$ cat config.mk
export PLATFORM = sky130hd
export DESIGN_NAME = sha256_message_digest
export DESIGN_NICKNAME = d
export VERILOG_FILES = /design/src/hdl/sha_pkg.sv /design/src/hdl/sha256_message_digest.sv
export SDC_FILE = /design/constraint.sdc
export NUM_CORES = 2
export LEC_CHECK = 0
export BUFFER_PORTS_ARGS = -buffer_cell sky130_fd_sc_hd__buf_4
export CAP_MARGIN = 25
export CORE_MARGIN = 2
export CORE_UTILIZATION = 53
export DETAILED_ROUTE_END_ITERATION = 16
export GPL_TIMING_DRIVEN = 0
export HOLD_SLACK_MARGIN = 0.08
export PLACE_DENSITY_LB_ADDON = 0.25
export SETUP_SLACK_MARGIN = 0.2
export SLEW_MARGIN = 30
export SYNTH_ARGS = -nofsm -noshare
export SYNTH_HDL_FRONTEND = slang
export SYNTH_SLANG_ARGS = --single-unit
$ cat constraint.sdc
create_clock -name clk -period 17.8 [get_ports clk]
set_clock_uncertainty 0.05 [all_clocks]
set_input_delay 3.56 -clock clk [delete_from_list [all_inputs] [get_ports clk]]
set_output_delay 3.56 -clock clk [all_outputs]
set_load 0.1 [all_outputs]
$ cat src/hdl/sha_pkg.sv
// ----------------------------------------------------------------------------
// sha_pkg
// Shared types and constants of the SHA-256 digest block: the message and
// digest transaction structs, the initial hash words and the round constants.
// ----------------------------------------------------------------------------
package sha_pkg;

  // One message word transaction.
  typedef struct packed {
    logic [31:0] data_word;
    logic [2:0]  valid_bytes;
    logic        last_word;
  } msg_t;

  // One digest word transaction.
  typedef struct packed {
    logic [31:0] digest_word;
    logic [2:0]  digest_index;
    logic        digest_end;
  } digest_t;

  localparam logic [31:0] SHA_MARKER = 32'h8000_0000;

  localparam logic [31:0] SHA_IV [8] = '{
    32'h6a09e667, 32'hbb67ae85, 32'h3c6ef372, 32'ha54ff53a,
    32'h510e527f, 32'h9b05688c, 32'h1f83d9ab, 32'h5be0cd19
  };

  localparam logic [31:0] SHA_K [64] = '{
    32'h428a2f98, 32'h71374491, 32'hb5c0fbcf, 32'he9b5dba5,
    32'h3956c25b, 32'h59f111f1, 32'h923f82a4, 32'hab1c5ed5,
    32'hd807aa98, 32'h12835b01, 32'h243185be, 32'h550c7dc3,
    32'h72be5d74, 32'h80deb1fe, 32'h9bdc06a7, 32'hc19bf174,
    32'he49b69c1, 32'hefbe4786, 32'h0fc19dc6, 32'h240ca1cc,
    32'h2de92c6f, 32'h4a7484aa, 32'h5cb0a9dc, 32'h76f988da,
    32'h983e5152, 32'ha831c66d, 32'hb00327c8, 32'hbf597fc7,
    32'hc6e00bf3, 32'hd5a79147, 32'h06ca6351, 32'h14292967,
    32'h27b70a85, 32'h2e1b2138, 32'h4d2c6dfc, 32'h53380d13,
    32'h650a7354, 32'h766a0abb, 32'h81c2c92e, 32'h92722c85,
    32'ha2bfe8a1, 32'ha81a664b, 32'hc24b8b70, 32'hc76c51a3,
    32'hd192e819, 32'hd6990624, 32'hf40e3585, 32'h106aa070,
    32'h19a4c116, 32'h1e376c08, 32'h2748774c, 32'h34b0bcb5,
    32'h391c0cb3, 32'h4ed8aa4a, 32'h5b9cca4f, 32'h682e6ff3,
    32'h748f82ee, 32'h78a5636f, 32'h84c87814, 32'h8cc70208,
    32'h90befffa, 32'ha4506ceb, 32'hbef9a3f7, 32'hc67178f2
  };

endpackage

$ cat src/hdl/sha256_message_digest.sv
// ----------------------------------------------------------------------------
// sha256_message_digest
// SHA-256 over a byte message delivered as big-endian 32-bit words. A single
// round unit runs 64 times per 16-word block; padding and the bit length are
// generated one word per cycle after the last message word, pausing while a full block is compressed.
// ----------------------------------------------------------------------------
// A word that completes a block starts a compression: 64 rounds in the shared
// round unit (ST_ROUND), then one hash update (ST_UPDATE); msg_ready is low
// meanwhile, so no new message word is taken until the block is back in ST_IDLE.
// The last word adds padding words and one or two compressions,
// then 8 digest transactions, one per cycle while digest_ready is high.
// Reset (rst, synchronous) loads the initial hash and clears the byte count.
module sha256_message_digest (
  input  logic             clk,
  input  logic             rst,
  input  logic             msg_valid,
  output logic             msg_ready,
  input  sha_pkg::msg_t    msg,
  output logic             digest_valid,
  input  logic             digest_ready,
  output sha_pkg::digest_t digest
);
  import sha_pkg::*;

  typedef enum logic [2:0] {
    ST_IDLE,
    ST_PAD,
    ST_ROUND,
    ST_UPDATE,
    ST_OUT
  } state_t;

  state_t      state;
  logic [31:0] hash [8];
  logic [31:0] work [8];
  logic [31:0] sched [16];
  logic [3:0]  pos;
  logic [60:0] msg_bytes;
  logic [5:0]  round_cnt;
  logic [2:0]  out_idx;
  logic        padding;
  logic        marker_pending;
  logic        hi_done;
  logic        lo_done;

  logic [2:0]  nb_sat;
  logic [2:0]  byte_add;
  logic        push_en;
  logic [31:0] push_word;
  logic [31:0] len_hi;
  logic [31:0] len_lo;
  logic [31:0] sched_new;
  logic [31:0] work_next [8];

  function automatic logic [31:0] rotr(input logic [31:0] x, input int n);
    rotr = (x >> n) | (x << (32 - n));
  endfunction

  function automatic logic [31:0] keep_mask(input logic [1:0] nb);
    case (nb)
      2'd0:    keep_mask = 32'h0000_0000;
      2'd1:    keep_mask = 32'hff00_0000;
      2'd2:    keep_mask = 32'hffff_0000;
      default: keep_mask = 32'hffff_ff00;
    endcase
  endfunction

  // Saturated byte count of the incoming word.
  assign nb_sat   = (msg.valid_bytes > 3'd4) ? 3'd4 : msg.valid_bytes;
  assign byte_add = msg.last_word ? nb_sat : 3'd4;
  assign len_hi   = msg_bytes[60:29];
  assign len_lo   = {msg_bytes[28:0], 3'b000};

  // Word pushed into the schedule window this cycle.
  always_comb begin
    push_en   = 1'b0;
    push_word = '0;
    unique case (state)
      ST_IDLE: begin
        if (msg_valid) begin
          push_en = 1'b1;
          if (!msg.last_word || nb_sat == 3'd4) begin
            push_word = msg.data_word;
          end else begin
            push_word = (msg.data_word & keep_mask(nb_sat[1:0])) |
                        (SHA_MARKER >> {nb_sat[1:0], 3'b000});
          end
        end
      end
      ST_PAD: begin
        push_en = 1'b1;
        if (marker_pending) begin
          push_word = SHA_MARKER;
        end else if (hi_done) begin
          push_word = len_lo;
        end else if (pos == 4'd14) begin
          push_word = len_hi;
        end
      end
      default: ;
    endcase
  end

  // Shared round unit: one SHA-256 round and one schedule word per cycle in ST_ROUND.
  always_comb begin
    logic [31:0] s0, s1, big0, big1, ch, maj, t1, t2;
    s0   = rotr(sched[1], 7) ^ rotr(sched[1], 18) ^ (sched[1] >> 3);
    s1   = rotr(sched[14], 17) ^ rotr(sched[14], 19) ^ (sched[14] >> 10);
    sched_new = sched[0] + s0 + sched[9] + s1;
    big1 = rotr(work[4], 6) ^ rotr(work[4], 11) ^ rotr(work[4], 25);
    ch   = (work[4] & work[5]) ^ (~work[4] & work[6]);
    t1   = work[7] + big1 + ch + SHA_K[round_cnt] + sched[0];
    big0 = rotr(work[0], 2) ^ rotr(work[0], 13) ^ rotr(work[0], 22);
    maj  = (work[0] & work[1]) ^ (work[0] & work[2]) ^ (work[1] & work[2]);
    t2   = big0 + maj;
    work_next[0] = t1 + t2;
    work_next[1] = work[0];
    work_next[2] = work[1];
    work_next[3] = work[2];
    work_next[4] = work[3] + t1;
    work_next[5] = work[4];
    work_next[6] = work[5];
    work_next[7] = work[6];
  end

  // Sequencer, state and hash registers.
  always_ff @(posedge clk) begin
    if (rst) begin
      state          <= ST_IDLE;
      pos            <= '0;
      msg_bytes      <= '0;
      round_cnt      <= '0;
      out_idx        <= '0;
      padding        <= 1'b0;
      marker_pending <= 1'b0;
      hi_done        <= 1'b0;
      lo_done        <= 1'b0;
      for (int i = 0; i < 8; i++) begin
        hash[i] <= SHA_IV[i];
      end
    end else begin
      unique case (state)
        ST_IDLE: begin
          if (msg_valid) begin
            msg_bytes <= msg_bytes + 61'(byte_add);
            if (msg.last_word) begin
              padding        <= 1'b1;
              marker_pending <= (nb_sat == 3'd4);
              hi_done        <= 1'b0;
              lo_done        <= 1'b0;
              // A last word that fills the block compresses first.
              if (pos != 4'd15) begin
                state <= ST_PAD;
              end
            end
          end
        end
        ST_PAD: begin
          if (marker_pending) begin
            marker_pending <= 1'b0;
          end else if (hi_done) begin
            lo_done <= 1'b1;
          end else if (pos == 4'd14) begin
            hi_done <= 1'b1;
          end
        end
        ST_ROUND: begin
          for (int i = 0; i < 8; i++) begin
            work[i] <= work_next[i];
          end
          round_cnt <= round_cnt + 6'd1;
          if (round_cnt == 6'd63) begin
            state <= ST_UPDATE;
          end
        end
        ST_UPDATE: begin
          for (int i = 0; i < 8; i++) begin
            hash[i] <= hash[i] + work[i];
          end
          if (!padding) begin
            state <= ST_IDLE;
          end else if (lo_done) begin
            out_idx <= '0;
            state   <= ST_OUT;
          end else begin
            state <= ST_PAD;
          end
        end
        ST_OUT: begin
          if (digest_ready) begin
            out_idx <= out_idx + 3'd1;
            if (out_idx == 3'd7) begin
              for (int i = 0; i < 8; i++) begin
                hash[i] <= SHA_IV[i];
              end
              msg_bytes <= '0;
              padding   <= 1'b0;
              state     <= ST_IDLE;
            end
          end
        end
        default: state <= ST_IDLE;
      endcase

      // A push that fills the block starts a compression.
      if (push_en) begin
        pos <= pos + 4'd1;
        if (pos == 4'd15) begin
          for (int i = 0; i < 8; i++) begin
            work[i] <= hash[i];
          end
          round_cnt <= '0;
          state     <= ST_ROUND;
        end
      end
    end
  end

  // Schedule window: loads message words, then slides once per round.
  always_ff @(posedge clk) begin
    if (push_en || state == ST_ROUND) begin
      for (int i = 0; i < 15; i++) begin
        sched[i] <= sched[i + 1];
      end
      sched[15] <= push_en ? push_word : sched_new;
    end
  end

  assign msg_ready           = (state == ST_IDLE);
  assign digest_valid        = (state == ST_OUT);
  assign digest.digest_word  = hash[out_idx];
  assign digest.digest_index = out_idx;
  assign digest.digest_end   = (out_idx == 3'd7);

endmodule

Word level (Yosys, flattened, before mapping)
Memory sizes are Yosys's and may differ from the RTL's. A register that Yosys moved wholly into a read port is not among the register bits.
Cells that the tools add are included.
{"block": "totals", "ram_bits": 1024, "output_inout_bits": 38, "register_bits": 81, "romBits": 2048, "input_bits": 40, "mem_count": 4}
{"memory": "(name not given)", "words": 64, "width": 32, "read_ports": 1, "rd_ports_with_merged_regs": 0, "write_ports": 0, "line_no": "sha256_message_digest.sv:112", "text": "t1 = work[7] + big1 + ch + SHA_K[round_cnt] + sched[0];"}
{"memory": "sched", "words": 16, "width": 32, "read_ports": 16, "rd_ports_with_merged_regs": 0, "write_ports": 16, "line_no": "sha256_message_digest.sv:36", "text": "logic [31:0] sched [16];"}
{"memory": "hash", "words": 8, "width": 32, "read_ports": 9, "rd_ports_with_merged_regs": 1, "write_ports": 8, "line_no": "sha256_message_digest.sv:34", "text": "logic [31:0] hash [8];"}
{"memory": "work", "words": 8, "width": 32, "read_ports": 8, "rd_ports_with_merged_regs": 0, "write_ports": 8, "line_no": "sha256_message_digest.sv:35", "text": "logic [31:0] work [8];"}
{"block": "classes", "n_mux": 101, "eq_ne": 20, "reduce_logical": 14, "addsub": 22, "magnitude_cmp": 2, "bitwise_logic": 54, "shift": 1}
{"operator": "two-way mux 32 bit", "n": 35}
{"operator": "adder 32 bit", "n": 18}
{"operator": "bitwise XOR 32 bit", "n": 9}
{"operator": "bitwise AND 32 bit", "n": 6}
{"operator": "two-way mux 61 bit", "n": 3}
{"operator": "case mux 61 bit (2 select lines)", "n": 1}
{"operator": "case mux 32 bit (3 select lines)", "n": 1}
{"operator": "case mux 32 bit (2 select lines)", "n": 1}
{"operator": "adder 61 x 3 -> 61 bit", "n": 1}
{"operator": "two-way mux 3 bit", "n": 17}
{"operator": "two-way mux 1 bit", "n": 33}
{"operator": "NOT 32 bit", "n": 1}
{"operator": "OR 10 x 32 -> 32 bit", "n": 1}
{"operator": "OR 13 x 32 -> 32 bit", "n": 1}
{"operator": "OR 14 x 32 -> 32 bit", "n": 1}
{"operator": "OR 15 x 32 -> 32 bit", "n": 1}
{"operator": "OR 19 x 32 -> 32 bit", "n": 1}
{"operator": "OR 21 x 32 -> 32 bit", "n": 1}
{"operator": "OR 25 x 32 -> 32 bit", "n": 1}
{"operator": "OR 26 x 32 -> 32 bit", "n": 1}
{"operator": "OR 30 x 32 -> 32 bit", "n": 1}
{"operator": "OR 32 bit", "n": 1}
{"operator": "OR 7 x 32 -> 32 bit", "n": 1}
{"operator": "right shift 32 x 5 -> 32 bit (first input constant)", "n": 1}
{"operator": "other kinds (31)", "n": 76}

Depth between registers and ports, before layout
{"block": "depth", "ltp_word": 13, "depth_mapped": 44, "mapped_depth_nobuf": 40}

Worst setup path before layout
OpenSTA, ideal clock, no wires.
{"block": "synth_path", "path_type": "input to register", "start": "input msg_valid", "end": "memory sched[0][0], enable pin", "t_arrival_ns": 15.654, "path_stages": 4, "setup_time_ns": 0.975, "required_ns": 16.775, "n_path_buf": 1, "slack_ns": 1.121, "path_cell_list": "nand2_1 -> and2_1 -> clkbuf_1 -> nand2b_1"}
{"element": "start: declaration", "line_no": "sha256_message_digest.sv:16", "text": "input logic msg_valid,"}
{"element": "end: declaration", "line_no": "sha256_message_digest.sv:36"}

==> impl_results.md <==
* Total power per unit cell area at approximately 130 mW/mm2
* Routed WL at 249600 um
* Sw power at between 0.003 and 0.004 W
* Vias post-DR at 54221
* R2R Path Start: round_cnt[1]$_SDFF_PP0_
* GRT Total Usage at 0.3741
* Max Cap Viol at 0
* DIE AREA at approximately 0.13 mm2
* Tmin final at 13.69 ns
* Worst path required time at 18.20 ns
* Critical Path AT at ~14 ns
* ANT nets after route at 0
* Min-delay src: sched[8][21]$_DFFE_PP_
* Inst Count DP at 8229
* Fraction of layout cells with a size suffix above 1 at 0.08293
* Int Power at 0.006011 W
* Distinct cells, synth at 90
* Lkg Pwr at 28.58 nW
* Grt ovf at 0
* Root Driver: clkbuf_16
* Hold Buf Count CTS at 0
* CP Buf/Inv Count at 9
* Setup repair after global routing missed its margin: no
* Hpwl dp at about 190000 um
* Crit-path slowest cell: o311ai_0
* Cell Count, Final, Fillers Out at 8452
* Largest net degree at the start of global routing at between 70 and 80
* Max stage delay on crit path at 0.85 ns
* Primary FF master, synth: edfxtp_1
* Hold crit path type: register to register
* IO Count at 78
* Hold Path End: sched[7][21]$_DFFE_PP_
* Peak supply drop at ~0.17 mV
* Die Y at 363.5 um
* Area delta synth->final at 10.62%
* Resize count post-CTS at 0
* Syn avg cell area at around 11 um2
* Placer Congestion at between 1 and 1.5
* Syn Inst Count at 6467
* Ys async rst share at 0
* Starting DRT DRC Count at slightly above 8000
* PortBufs at 77
* Clock power frac at 0.268
* Post-synth EDFFs at 896
* H-tree Lvls at 3
* WS Path Type: register to register
* Cts bufs inserted at about 120
* Worst Setup End Kind: register
* Setup ws final at 4.114 ns
* Measured slew at the worst slew-check pin at 1.186 ns
* Max frequency at approximately 73 MHz
* Starting Density at 0.5358
* Register area share after synthesis at 0.4547
* Power Total at 0.009556 W
* First-pass GRT wire length at 354800 um
* Synth warnings at 0
* Sequential power share at 0.350
* Number of hold violations in the final report at 0
* Combinational share of power at 0.382
* Core area at approximately 0.13 mm2
* Post-synthesis xor/xnor area fraction at 0.07939
* Antenna violations before repair at 9
* Main combinational cell family by area after synthesis: compound AO/OA/AOI/OAI gates
* Horiz. Die Dim at 363.5 um
* FP Rows at approximately 130
* Drt via density at 6.415
* Post-synthesis compound-gate area fraction at 0.1419
* Commonest cells after routing, fill and taps aside: 896 x edfxtp_1, 878 x nand2_1, 465 x a21oi_1, 400 x ha_1, 383 x xnor2_1
* RR Endpoint: work[0][31]$_DFFE_PP_
* CP max FO at 10
* Post-synthesis adder-cell area fraction at 0.1309
* Most common library cell in the layout ignoring fill and taps: edfxtp_1
* Max-slew headroom at 0.2092
* DR pass1 iterations at 6
* Flop2flop setup slack at 4.11 ns
* Max clock buf depth at 3
* Net Count, Synth at roughly 7100
* Clk sink count at 1108
* Post-Syn Area at 0.06851 mm2
* Post-route DRC at 0
* Setup Buffers After CTS at 0
* Sw Ratio at 0.3710
* Period utilisation layout at 0.7689
* Fin. max-slew vios at 0
* Clock slew at reported path FFs at 0.06 ns
* Util after Layout at 0.5927
* Final layout net count at 7323
* Final setup viols at 0
* Critical path's top delay family: compound AO/OA/AOI/OAI gates
* Worst Reg-to-Reg Cells at 40
* CP startpoint kind: register
* Area share of and/or/nand/nor cells after synthesis at 0.1155
* Vias in the first global route at about 50000
* CTS tree: done
* Post-synthesis mux area share at 0.04407
* Yosys reg bits at 1108
* Hold path cells at 0
* Worst-Skew Late Latency at about 0.8 ns
* Wire per inst at 29.53 um
* Status: finished clean
* Place WS at 4.735 ns
## power by group through the flow
stage                     sequential [W]  clock (W)  combinational [W]
after floorplan                  0.00336          0            0.00240
after global routing             0.00336    0.00267            0.00389
after detailed placement         0.00339          0            0.00348
after global placement           0.00348          0            0.00344
after CTS                        0.00334    0.00257            0.00352
final                            0.00334    0.00256            0.00365
## state kept, by name (all words and copies together) (netlist names), named ones only
| name | count |
|---|---|
| sched | 512 |
| hash | 256 |
| work | 256 |
| msg_bytes | 61 |
| round_cnt | 6 |
| pos | 4 |
| out_idx | 3 |
| state | 3 |
| hi_done | 1 |
| lo_done | 1 |
| marker_pending | 1 |
| padding | 1 |
## worst max-delay path by stage
stage,startpoint,end,cells past startpoint
finish,round_cnt[1]$_SDFF_PP0_,work[0][31]$_DFFE_PP_,40
floorplan,msg_valid,sched[0][0]$_DFFE_PP_,4
detailed placement,round_cnt[1]$_SDFF_PP0_,work[0][31]$_DFFE_PP_,42
global placement,msg_valid,sched[2][8]$_DFFE_PP_,5
CTS,round_cnt[1]$_SDFF_PP0_,work[0][31]$_DFFE_PP_,42
global route,round_cnt[1]$_SDFF_PP0_,work[0][31]$_DFFE_PP_,40
## area by class of cell
class | count | area, um2
antenna | 1 | 2.502
buffer | 284 | 1114
clock buffer | 155 | 3182
clock inverter | 67 | 813.3
fill | 10676 | 52070
inverter | 327 | 1237
multi-input combinational | 4748 | 35100
sequential | 1108 | 31150
tap | 1662 | 2079
timing repair buffer | 100 | 1101
## logic make-up (layout without fill, tap and decap cells)
| kind of cell | count (synthesis) | in the layout |
|---|---|---|
| muxes | 202 | 202 |
| DFF | 1108 | 1108 |
| other | 0 | 1 |
| adders and majority gates | 600 | 600 |
| and+or+nand+nor | 1789 | 1789 |
| AOI/OAI and AO/OA | 1536 | 1536 |
| buffers and inverters | 611 | 933 |
| xor gates and xnor gates | 621 | 621 |
## metal layers
| layer | wire length (um) | vias to the layer above | GRT usage |
|---|---|---|---|
| met3 | 29360 | 607 | 0.08714 |
| met1 | 102300 | 26599 | 0.5323 |
| met4 | 14630 | 0 | 0.1872 |
| met5 | 0 | - | 0 |
| met2 | 103300 | 3282 | 0.5355 |
| li1 | - | 23733 | - |
## stage by stage
stage	TNS, ns	cell area [um2]	hold WS, ns
2_1_floorplan	0	68510	0.3503
3_3_place_gp	-1542.01	71160	0.3501
3_5_place_dp	0	71780	0.3545
4_1_cts	0	75770	0.3475
5_1_grt	0	75780	0.3513
6_report	0	75780	0.3452
## synth_stat cells (35+ instances only)
cell	number	area, um2
xor2_1	238	2085
ha_1	400	5005
o211ai_1	60	450.4
o21ai_0	364	1822
o21bai_1	50	375.4
edfxtp_1	896	26910
dfxtp_1	212	4244
xnor2_1	383	3354
inv_1	325	1220
or3_1	36	225.2
nand2b_1	70	437.9
a21oi_1	465	2327
nand4_1	39	244.0
a211oi_1	64	480.5
a31oi_1	37	231.5
mux4_2	68	1531
a21o_1	158	1186
nand2_1	878	3296
buf_1	35	131.4
o21a_1	55	412.9
nor3_1	72	360.4
fa_1	196	3924
nor2_1	380	1426
mux2_2	117	1318
nor2b_1	56	350.3
clkbuf_1	248	930.9
nand3_1	106	530.5
and3_1	41	256.5
Note: power is estimated with default switching activity, not from simulation.
